[config.mk]
export PLATFORM = sky130hd
export DESIGN_NAME = record_header_deframer
export DESIGN_NICKNAME = d
export VERILOG_FILES = /design/src/rtl/rhd_pkg.sv /design/src/rtl/rhd_parser.sv /design/src/rtl/record_header_deframer.sv
export SDC_FILE = /design/constraint.sdc
export NUM_CORES = 1
export LEC_CHECK = 0
export BUFFER_PORTS_ARGS = -buffer_cell sky130_fd_sc_hd__buf_2
export CAP_MARGIN = 20
export CORE_UTILIZATION = 35
export DETAILED_ROUTE_END_ITERATION = 6
export HOLD_SLACK_MARGIN = 0.08
export SLEW_MARGIN = 20
export SYNTH_ARGS = -nofsm -noshare
export SYNTH_HDL_FRONTEND = slang
export SYNTH_SLANG_ARGS = --single-unit
[constraint.sdc]
create_clock -name clk_i -period 16 [get_ports clk_i]
set_input_delay 0.8 -clock clk_i [delete_from_list [all_inputs] [get_ports clk_i]]
set_output_delay 0.8 -clock clk_i [all_outputs]
set_load 0.01 [all_outputs]
[src/rtl/rhd_pkg.sv]
// Shared constants and the result record type of the record header deframer.
`timescale 1ns / 1ps

package rhd_pkg;

  localparam int unsigned HdrLen         = 16;
  localparam int unsigned StoreDepth     = HdrLen - 1;
  localparam int unsigned CountBits      = 4;
  localparam int unsigned SkipBits       = 33;
  localparam int unsigned OutOffsetBits  = 48;
  localparam int unsigned OffsetBitsDef  = 48;
  localparam logic [7:0]  TypeCountReset = 8'd5;

  typedef struct packed {
    logic                     unknown_type;
    logic [7:0]               record_type;
    logic [31:0]              period_us;
    logic [31:0]              start_time;
    logic [23:0]              meta_length;
    logic [31:0]              payload_length;
    logic [OutOffsetBits-1:0] header_offset;
  } rhd_result_t;

endpackage

[src/rtl/rhd_parser.sv]
// Header parser: collects header bytes, decodes the record and counts body bytes to skip.
`timescale 1ns / 1ps

module rhd_parser
  import rhd_pkg::*;
#(
  parameter int unsigned OFFSET_BITS = OffsetBitsDef
) (
  input  logic        clk_i,
  input  logic        rst_ni,
  input  logic        step_i,
  input  logic [7:0]  data_byte_i,
  input  logic        file_start_i,
  input  logic [7:0]  type_count_i,
  output logic        res_valid_o,
  output rhd_result_t res_o
);

  localparam logic [CountBits-1:0] LastStoreIdx = CountBits'(StoreDepth);

  logic [7:0]             hdr_q [StoreDepth];
  logic [7:0]             hdr_d [StoreDepth];
  logic [CountBits-1:0]   count_q, count_d;
  logic                   skipping_q, skipping_d;
  logic [SkipBits-1:0]    remain_q, remain_d;
  logic [OFFSET_BITS-1:0] pos_q, pos_d;
  logic [OFFSET_BITS-1:0] hstart_q, hstart_d;

  logic [CountBits-1:0]   cur_count;
  logic                   cur_skipping;
  logic [OFFSET_BITS-1:0] cur_pos;
  logic [SkipBits-1:0]    body_len;
  logic                   unknown;

  // A file start drops whatever record was in progress before this byte is taken.
  assign cur_count    = file_start_i ? '0 : count_q;
  assign cur_skipping = file_start_i ? 1'b0 : skipping_q;
  assign cur_pos      = file_start_i ? '0 : pos_q;

  assign unknown = hdr_q[0] >= type_count_i;

  assign res_o.unknown_type   = unknown;
  assign res_o.record_type    = hdr_q[0];
  assign res_o.period_us      = {hdr_q[1], hdr_q[2], hdr_q[3], hdr_q[4]};
  assign res_o.start_time     = {hdr_q[5], hdr_q[6], hdr_q[7], hdr_q[8]};
  assign res_o.meta_length    = {hdr_q[9], hdr_q[10], hdr_q[11]};
  assign res_o.payload_length = {hdr_q[12], hdr_q[13], hdr_q[14], data_byte_i};
  assign res_o.header_offset  = OutOffsetBits'(hstart_q);

  assign body_len = SkipBits'(res_o.meta_length) + SkipBits'(res_o.payload_length);

  always_comb begin
    hdr_d       = hdr_q;
    count_d     = cur_count;
    skipping_d  = cur_skipping;
    remain_d    = remain_q;
    hstart_d    = hstart_q;
    res_valid_o = 1'b0;
    if (cur_skipping) begin
      remain_d   = remain_q - SkipBits'(1);
      skipping_d = (remain_d != '0);
    end else if (cur_count < LastStoreIdx) begin
      if (cur_count == '0) begin
        hstart_d = cur_pos;
      end
      // The store is a shift line: after fifteen bytes entry 0 holds the type byte.
      for (int i = 0; i < StoreDepth - 1; i++) begin
        hdr_d[i] = hdr_q[i+1];
      end
      hdr_d[StoreDepth-1] = data_byte_i;
      count_d = cur_count + CountBits'(1);
    end else begin
      res_valid_o = 1'b1;
      count_d     = '0;
      if (!unknown) begin
        remain_d   = body_len;
        skipping_d = (body_len != '0);
      end
    end
    pos_d = cur_pos + OFFSET_BITS'(1);
  end

  always_ff @(posedge clk_i or negedge rst_ni) begin
    if (!rst_ni) begin
      count_q    <= '0;
      skipping_q <= 1'b0;
      remain_q   <= '0;
      pos_q      <= '0;
      hstart_q   <= '0;
    end else if (step_i) begin
      count_q    <= count_d;
      skipping_q <= skipping_d;
      remain_q   <= remain_d;
      pos_q      <= pos_d;
      hstart_q   <= hstart_d;
    end
  end

  always_ff @(posedge clk_i) begin
    if (step_i) begin
      hdr_q <= hdr_d;
    end
  end

endmodule

[src/rtl/record_header_deframer.sv]
// Top level of the record header deframer: input register, parser and result register.
`timescale 1ns / 1ps

// The block takes a file one byte per item on the input channel (data_byte_i,
// with file_start_i high on the first byte of each file) and delivers one
// decoded header record on the output channel when the sixteenth byte of a
// header arrives. Body bytes of a known record type are consumed silently; a
// record of unknown type skips nothing and the next byte starts a header.
// Both channels use valid and stall; an item moves when valid is high and
// stall is low. The type count register is written through cfg_valid_i and
// cfg_data_i, which is always ready, and should only be written while idle.
// The result reaches the outputs once the last header byte has waited in the
// input register and the parser's record has been captured by the result
// register. Throughput is one byte per cycle unless a stalled receiver holds
// a full result register. While the receiver stalls, the result register
// holds and the input register keeps one further byte; in_stall_o rises only
// when both are full. Reset clears the parser's counters and flags (not its
// header store), the byte offset and the valid flags of both register stages,
// and sets the type count to five. A partial header at the end of a file is
// dropped at the next file start.
module record_header_deframer
  import rhd_pkg::*;
#(
  parameter int unsigned OFFSET_BITS = OffsetBitsDef
) (
  input  logic                     clk_i,
  input  logic                     rst_ni,
  input  logic                     in_valid_i,
  output logic                     in_stall_o,
  input  logic [7:0]               data_byte_i,
  input  logic                     file_start_i,
  output logic                     out_valid_o,
  input  logic                     out_stall_i,
  output logic                     unknown_type_o,
  output logic [7:0]               record_type_o,
  output logic [31:0]              period_us_o,
  output logic [31:0]              start_time_o,
  output logic [23:0]              meta_length_o,
  output logic [31:0]              payload_length_o,
  output logic [OutOffsetBits-1:0] header_offset_o,
  input  logic                     cfg_valid_i,
  output logic                     cfg_ready_o,
  input  logic [7:0]               cfg_data_i
);

  logic        in_valid_q;
  logic [7:0]  in_byte_q;
  logic        in_start_q;
  logic        out_valid_q;
  rhd_result_t out_q;
  logic [7:0]  type_count_q;

  logic        out_free;
  logic        step;
  logic        res_valid;
  rhd_result_t res;

  assign out_free    = !out_valid_q || !out_stall_i;
  assign step        = in_valid_q && out_free;
  assign in_stall_o  = in_valid_q && !out_free;
  assign cfg_ready_o = 1'b1;

  rhd_parser #(
    .OFFSET_BITS(OFFSET_BITS)
  ) u_parser (
    .clk_i       (clk_i),
    .rst_ni      (rst_ni),
    .step_i      (step),
    .data_byte_i (in_byte_q),
    .file_start_i(in_start_q),
    .type_count_i(type_count_q),
    .res_valid_o (res_valid),
    .res_o       (res)
  );

  always_ff @(posedge clk_i or negedge rst_ni) begin
    if (!rst_ni) begin
      in_valid_q   <= 1'b0;
      out_valid_q  <= 1'b0;
      type_count_q <= TypeCountReset;
    end else begin
      if (in_valid_i && !in_stall_o) begin
        in_valid_q <= 1'b1;
      end else if (step) begin
        in_valid_q <= 1'b0;
      end
      if (out_free) begin
        out_valid_q <= step && res_valid;
      end
      if (cfg_valid_i && cfg_ready_o) begin
        type_count_q <= cfg_data_i;
      end
    end
  end

  always_ff @(posedge clk_i) begin
    if (in_valid_i && !in_stall_o) begin
      in_byte_q  <= data_byte_i;
      in_start_q <= file_start_i;
    end
    if (step && res_valid) begin
      out_q <= res;
    end
  end

  assign out_valid_o      = out_valid_q;
  assign unknown_type_o   = out_q.unknown_type;
  assign record_type_o    = out_q.record_type;
  assign period_us_o      = out_q.period_us;
  assign start_time_o     = out_q.start_time;
  assign meta_length_o    = out_q.meta_length;
  assign payload_length_o = out_q.payload_length;
  assign header_offset_o  = out_q.header_offset;

  // The input side only stalls when the result register is full and held.
  assert property (@(posedge clk_i) disable iff (!rst_ni)
    in_stall_o |-> (out_valid_o && out_stall_i))
    else $error("input stalled while the result register could move");

  // A new result can only come from a byte that sat in the input register.
  assert property (@(posedge clk_i) disable iff (!rst_ni)
    $rose(out_valid_o) |-> $past(in_valid_q))
    else $error("result appeared without a byte in the input register");

  // The unknown flag agrees with the type count in force.
  assert property (@(posedge clk_i) disable iff (!rst_ni)
    out_valid_o |-> (unknown_type_o == (record_type_o >= type_count_q)))
    else $error("unknown type flag disagrees with the type count");

endmodule

==> impl_metrics.ini, run 1 <==
[power_and_ir_drop]
ir_drop_mv = 0.0639
p_per_area_nw_per_um2 = 115
p_total_mw = 2.56
p_leak_nw = 8.31

[layout]
fin_area_sq_um = 22200
layout_commonest_cell = edfxtp_1
layout_common_cells = edfxtp_1 (306), buf_2 (199), nand2_1 (147)
syn2layout_area_growth_pct = 18.1
drive_gt1_frac = 0.197
finish.net_count = 1704

[global_route]
grt_pass1_wl_um = 66400
grtUsageTotal = 0.157
grt_max_degree = 100
overflow = 0
antenna_found_initial = 2
grt_pass1_vias = 11548

[sta]
fmax_ghz = 0.267
hold_viol = 0
relSlewSlack = 0.321
slew_viol_final = 0
skew_ps = 25.8
worst_slack_ps = 12250
setup_viol = 0
fin_setup_tns_ps = 0
tightest_slew_ps = 1020
hold_slack_ps = 343
rsz0062_at_grt = false
min_period_over_period = 0.234
final.min_clock_period_ps = 3750

[placement]
pre_cts_ws_ps = 12280
numPortBuffers = 200
dp_hpwl_um = 30200
post_dp_cell_area_sq_um = 20600
routabilityCongestion = 0.888

[worst_setup_path]
arrival_ps = 4180
crit_family = simple AND/OR/NAND/NOR gates
crit_fanout = 4
crit_path_end_kind = register
cp_slowest_cell = a221oi_2
critPathKind = reg -> reg
path_buf_inv = 0
startpoint_type = register
path_cells = ha_1 > fa_1 > a21o_1 > a221oi_2 > xnor2_1 > nor4_1 > nand4_1 > nor4_1 > nand4_1 > nor4b_2 > o311ai_2
max_stage_delay_ps = 520
cp.required_ps = 16430
startpoint = u_parser.res_o[80]
worstReg2RegStart = u_parser.res_o[80]

[clocking]
path_clk_slew_ps = 60
cts_resized = 0
cts_buffers = 46
cts.sinks = 450
cts_buffer_depth = 3
worstSkewPairLatency_ps = 580
post_cts_buffers = 0
h-tree-depth = 2
cts_hold_buf = 0
cts_tree = built
cts_root_buffer = clkbuf_16

[floorplan]
initial_core_util = 0.356
num_io_pins = 202
die_w_um = 234
num_rows = 84
core_sq_um = 52900
die-area_sq_um = 54700
die_h_um = 234

[detailed_routing]
drcViolationCount = 32
routed_wl_um = 43600
routed_via_density = 5.04
drt.antenna.violating_nets = 0
num_vias = 11958
wl_per_cell_um = 18.4
first_iter_violations = 1049
dr.pass1.iters = 7

[synthesis]
synthTopCellsByArea = edfxtp_1 (49%), dfrtp_1 (19%), nand2_1 (2.9%), o21ai_0 (2.9%), ha_1 (2.5%)
syn_avg_cell_area_sq_um = 13.0
synth.top_cell.area_share = 0.488
synth-seq-cells = 450
syn-instance-count = 1447
synth_edf_count = 306
synthFlopType = edfxtp_1
syn_nets = 1507
syn_area_sq_um = 18800
synth_top_cell_by_area = edfxtp_1
yosysSeqAreaShare = 0.680
synthDistinctLibCells = 91
synth-async-reset-ratio = 0.320
yosys_warnings = 0

[run]
maxCapViolations = 0

[worst_hold_path]
min_path_type = in -> async

[run_status]
violations = design-rule violations
status = finished, violations left
[final timing paths]
| check | cells past startpoint | to | slack, ps |
|---|---|---|---|
| worst min register to register | 0 | period_us_o[23] | 440 |
| worst min-delay path | 1 | u_parser.hstart_q[43] | 340 |
| min in group clk_i | 1 | in_byte_q[7] | 390 |
| worst max-delay path | 11 | u_parser.skipping_q | 12250 |
| worst max register to register | 11 | u_parser.skipping_q | 12250 |
| max in group asynchronous | 2 | u_parser.pos_q[41] | 14300 |
[report_power, final]
group	switching [mW]	leakage, nW	total (mW)	internal, mW
registers	0.0145	4.72	1.27	1.25
logic	0.0792	2.78	0.117	0.0377
clock network	0.454	0.814	1.17	0.717
[stage by stage]
step | util | std cells
after global routing | 0.421 | 2370
after floorplan | - | 1447
after CTS | 0.421 | 2370
final | 0.421 | 2371
after detailed placement | 0.389 | 2284
after global placement | 0.389 | 2283
[Yosys cell counts (8+ instances only)]
| master | number |
|---|---|
| nor4_1 | 10 |
| a31oi_1 | 8 |
| o22a_1 | 10 |
| a21oi_1 | 60 |
| a2bb2oi_1 | 9 |
| nand2_1 | 147 |
| o21ai_1 | 19 |
| clkbuf_1 | 54 |
| and3_1 | 15 |
| xnor2_1 | 36 |
| nor3_1 | 25 |
| ha_1 | 37 |
| or3_1 | 9 |
| o21ai_0 | 109 |
| nand2b_1 | 49 |
| nand4_1 | 22 |
| nand3_1 | 58 |
| nor2_1 | 71 |
| xor2_1 | 40 |
| dfrtp_1 | 142 |
| inv_1 | 34 |
| and2_1 | 11 |
| edfxtp_1 | 306 |
| a21boi_0 | 9 |
[flip-flops by register name, summed over array words and instances (netlist names)]
name,flops
header_offset_o,48
u_parser.pos_q,48
u_parser.remain_q,33
u_parser.skipping_q,1
u_parser.res_o,120
unknown_type_o,1
u_parser.hstart_q,48
meta_length_o,24
in_start_q,1
start_time_o,32
out_valid_o,1
in_byte_q,8
u_parser.count_q,4
in_valid_q,1
type_count_q,8
record_type_o,8
payload_length_o,32
period_us_o,32
[per-layer routing]
layer | GRT usage | wire length [um] | part of all wire
met1 | 0.213 | 19400 | 0.44
met2 | 0.256 | 21300 | 0.49
met3 | 0.0293 | 2230 | 0.051
met4 | 0.0424 | 734 | 0.017
met5 | 0 | 0 | 0
[logic make-up after synthesis]
group / share of synthesized area
flops: 0.680
buf+inv: 0.0212
xor+xnor: 0.0354
mux: 0.00572
other cells: 0.000199
simple gates: 0.131
compound gates: 0.101
fa+ha+maj: 0.0257
[final cells by class]
class / instances / area, sq um
multi-input combinational: 898 / 5680
timing repair buffer: 213 / 1100
antenna: 1 / 2.50
clock inverter: 31 / 432
tap: 688 / 861
sequential: 450 / 12800
clock buffer: 55 / 1240
inverter: 35 / 131
fill: 4881 / 30600
No activity file was read; power rests on OpenSTA's default activity.
==> run 2: changes to the inputs <==
==> constraint.sdc (replaced) <==
create_clock -name clk_i -period 3.1 [get_ports clk_i]
set_input_delay 0.155 -clock clk_i [delete_from_list [all_inputs] [get_ports clk_i]]
set_output_delay 0.155 -clock clk_i [all_outputs]
set_load 0.01 [all_outputs]
==> run 2 against run 1 <==
Compared with the run above: global-route usage grew 0.48 points; utilization grew 2.3 points; setup slack worse by 12000 ps; fmax increased by 15%; clock skew down 2.9 ps; die area unchanged; highest routed layer unchanged; register-to-register slack lost 12000 ps; first-iteration DRC count decreased by 18%; the run ends with design-rule violations, negative setup slack left; via count increased by 5.9%; flip-flop and latch count is the same; non-clock buffer count rose by 136.
==> impl_metrics.ini, run 2 (synthesized netlist as in run 1, its figures left out) <==
[layout]
layout_commonest_cell = edfxtp_1
drive_gt1_frac = 0.247
finish.net_count = 1842
antenna_cells = 0
n_fill_cell = 4801
final_util = 0.444
syn2layout_area_growth_pct = 24.6
layout_common_cells = edfxtp_1 (306), buf_2 (199), nand2_1 (147)
largest_register_ffs = 120

[sta]
slew_viol_final = 0
rsz0062_at_grt = true
hold_slack_ps = 113
fmax_ghz = 0.307
final.min_clock_period_ps = 3260
skew_ps = 22.9
setup_viol = 1
tightest_slew_ps = 959
worst_slack_ps = -156
relSlewSlack = 0.359
min_period_over_period = 1.05
hold_viol = 0

[detailed_routing]
dr.pass1.iters = 7
num_vias = 12659
routed_via_density = 5.05
wl_per_cell_um = 18.0
routed_wl_um = 45100
drcViolationCount = 18
drt.antenna.violating_nets = 0
first_iter_violations = 857

[global_route]
grtUsageTotal = 0.161
grt_pass1_wl_um = 68900
grt_pass1_vias = 12330
grt_max_degree = 98
overflow = 0
antenna_found_initial = 1

[run_status]
status = finished, violations left
violations = design-rule violations, negative setup slack

[clocking]
cts_buffers = 48
h-tree-depth = 2
path_clk_slew_ps = 60
cts.sinks = 450
cts_root_buffer = clkbuf_16
cts_buffer_depth = 3
cts_tree = built
worstSkewPairLatency_ps = 570

[worst_setup_path]
crit_path_end_kind = register
crit_fanout = 4
critPathKind = reg -> reg
cp.required_ps = 3530
startpoint_type = register
arrival_ps = 3680

[floorplan]
die_w_um = 234
num_rows = 84
initial_core_util = 0.356
die-area_sq_um = 54700
core_sq_um = 52900
die_h_um = 234
num_io_pins = 202

[power_and_ir_drop]
p_per_area_nw_per_um2 = 554
p_leak_nw = 8.94
ir_drop_mv = 0.351

[placement]
dp_hpwl_um = 31500
pre_cts_ws_ps = -315
routabilityCongestion = 0.897
numPortBuffers = 200

[worst_hold_path]
min_path_type = in -> async

[run]
maxCapViolations = 0
==> run 2: cell count changes in the layout (fill, tap and decap cells not counted), moves of 2 or more <==
| cell | previous run | this run |
|---|---|---|
| buf_4 | 13 | 106 |
| dlygate4sd3_1 | 0 | 36 |
| buf_12 | 0 | 7 |
| ha_1 | 37 | 31 |
| bufinv_16 | 10 | 5 |
| ha_2 | 0 | 5 |
| clkinv_1 | 8 | 11 |
| clkinv_2 | 7 | 10 |
| clkinv_8 | 0 | 2 |
| clkinvlp_4 | 2 | 4 |
==> run 2: power breakdown <==
group | leakage (nW) | total, mW | internal, mW | switching (mW)
registers | 4.72 | 6.53 | 6.47 | 0.0647
logic | 3.46 | 0.781 | 0.321 | 0.460
clock network | 0.764 | 5.68 | 3.32 | 2.36
total | 8.94 | 13.0 | 10.1 | 2.88
==> run 2: metal layers <==
metal	share of wire	GRT usage
met5	0	0
met4	0.019	0.0436
met3	0.046	0.0270
met2	0.49	0.265
met1	0.45	0.221
==> run 2: area by class of cell <==
class / instances / area [sq um] / area share
multi-input cells: 898 / 5800 / 0.247
clock inverters: 34 / 327 / 0.0139
repair buffers: 349 / 2300 / 0.0982
flip-flops and latches: 450 / 12800 / 0.545
inverters: 35 / 131 / 0.00560
clock buffers: 54 / 1240 / 0.0530
well taps: 688 / 861 / 0.0367
==> run 2: path summary, 6_finish.rpt <==
path | from | to | slack (ps) | cells after the start
setup / recovery | u_parser.res_o[81] | u_parser.skipping_q | -160 | 11
hold reg to reg | u_parser.res_o[121] | u_parser.res_o[129] | 440 | 0
min in group clk_i | data_byte_i[7] | in_byte_q[7] | 310 | 2
hold / removal | rst_ni | u_parser.remain_q[7] | 110 | 2
max in group asynchronous | rst_ni | type_count_q[2] | 2030 | 3
setup reg to reg | u_parser.res_o[81] | u_parser.skipping_q | -160 | 11
==> run 2: repair_timing <==
action	4_1_cts	5_1_grt
pin swaps	11	5
setup endpoints to repair	1	11
hold buffers	36	0
gates resized for setup	8	12
hold endpoints to repair	66	0
buffers inserted	2	1
==> run 2: metrics by stage <==
stage	cells	setup TNS [ps]	instance area [sq um]	power, mW
after CTS	2507	-147	23400	13.1
after floorplan	1447	-558410	18900	7.07
final	2508	-156	23500	13.0
after global routing	2508	-342	23500	13.5
after detailed placement	2381	-315	21400	7.38
after global placement	2381	-270	21400	7.37
==> run 2: worst max-delay path, stage by stage (launching register included) <==
cell and delay (ps):
edfxtp_1 530, fa_2 430, a21o_1 220, a221o_1 400
a21o_1 210, buf_4 150, nor4b_2 300, a211oi_2 100
nor3_2 180, nand4bb_1 170, nor4b_4 330, o311ai_2 100
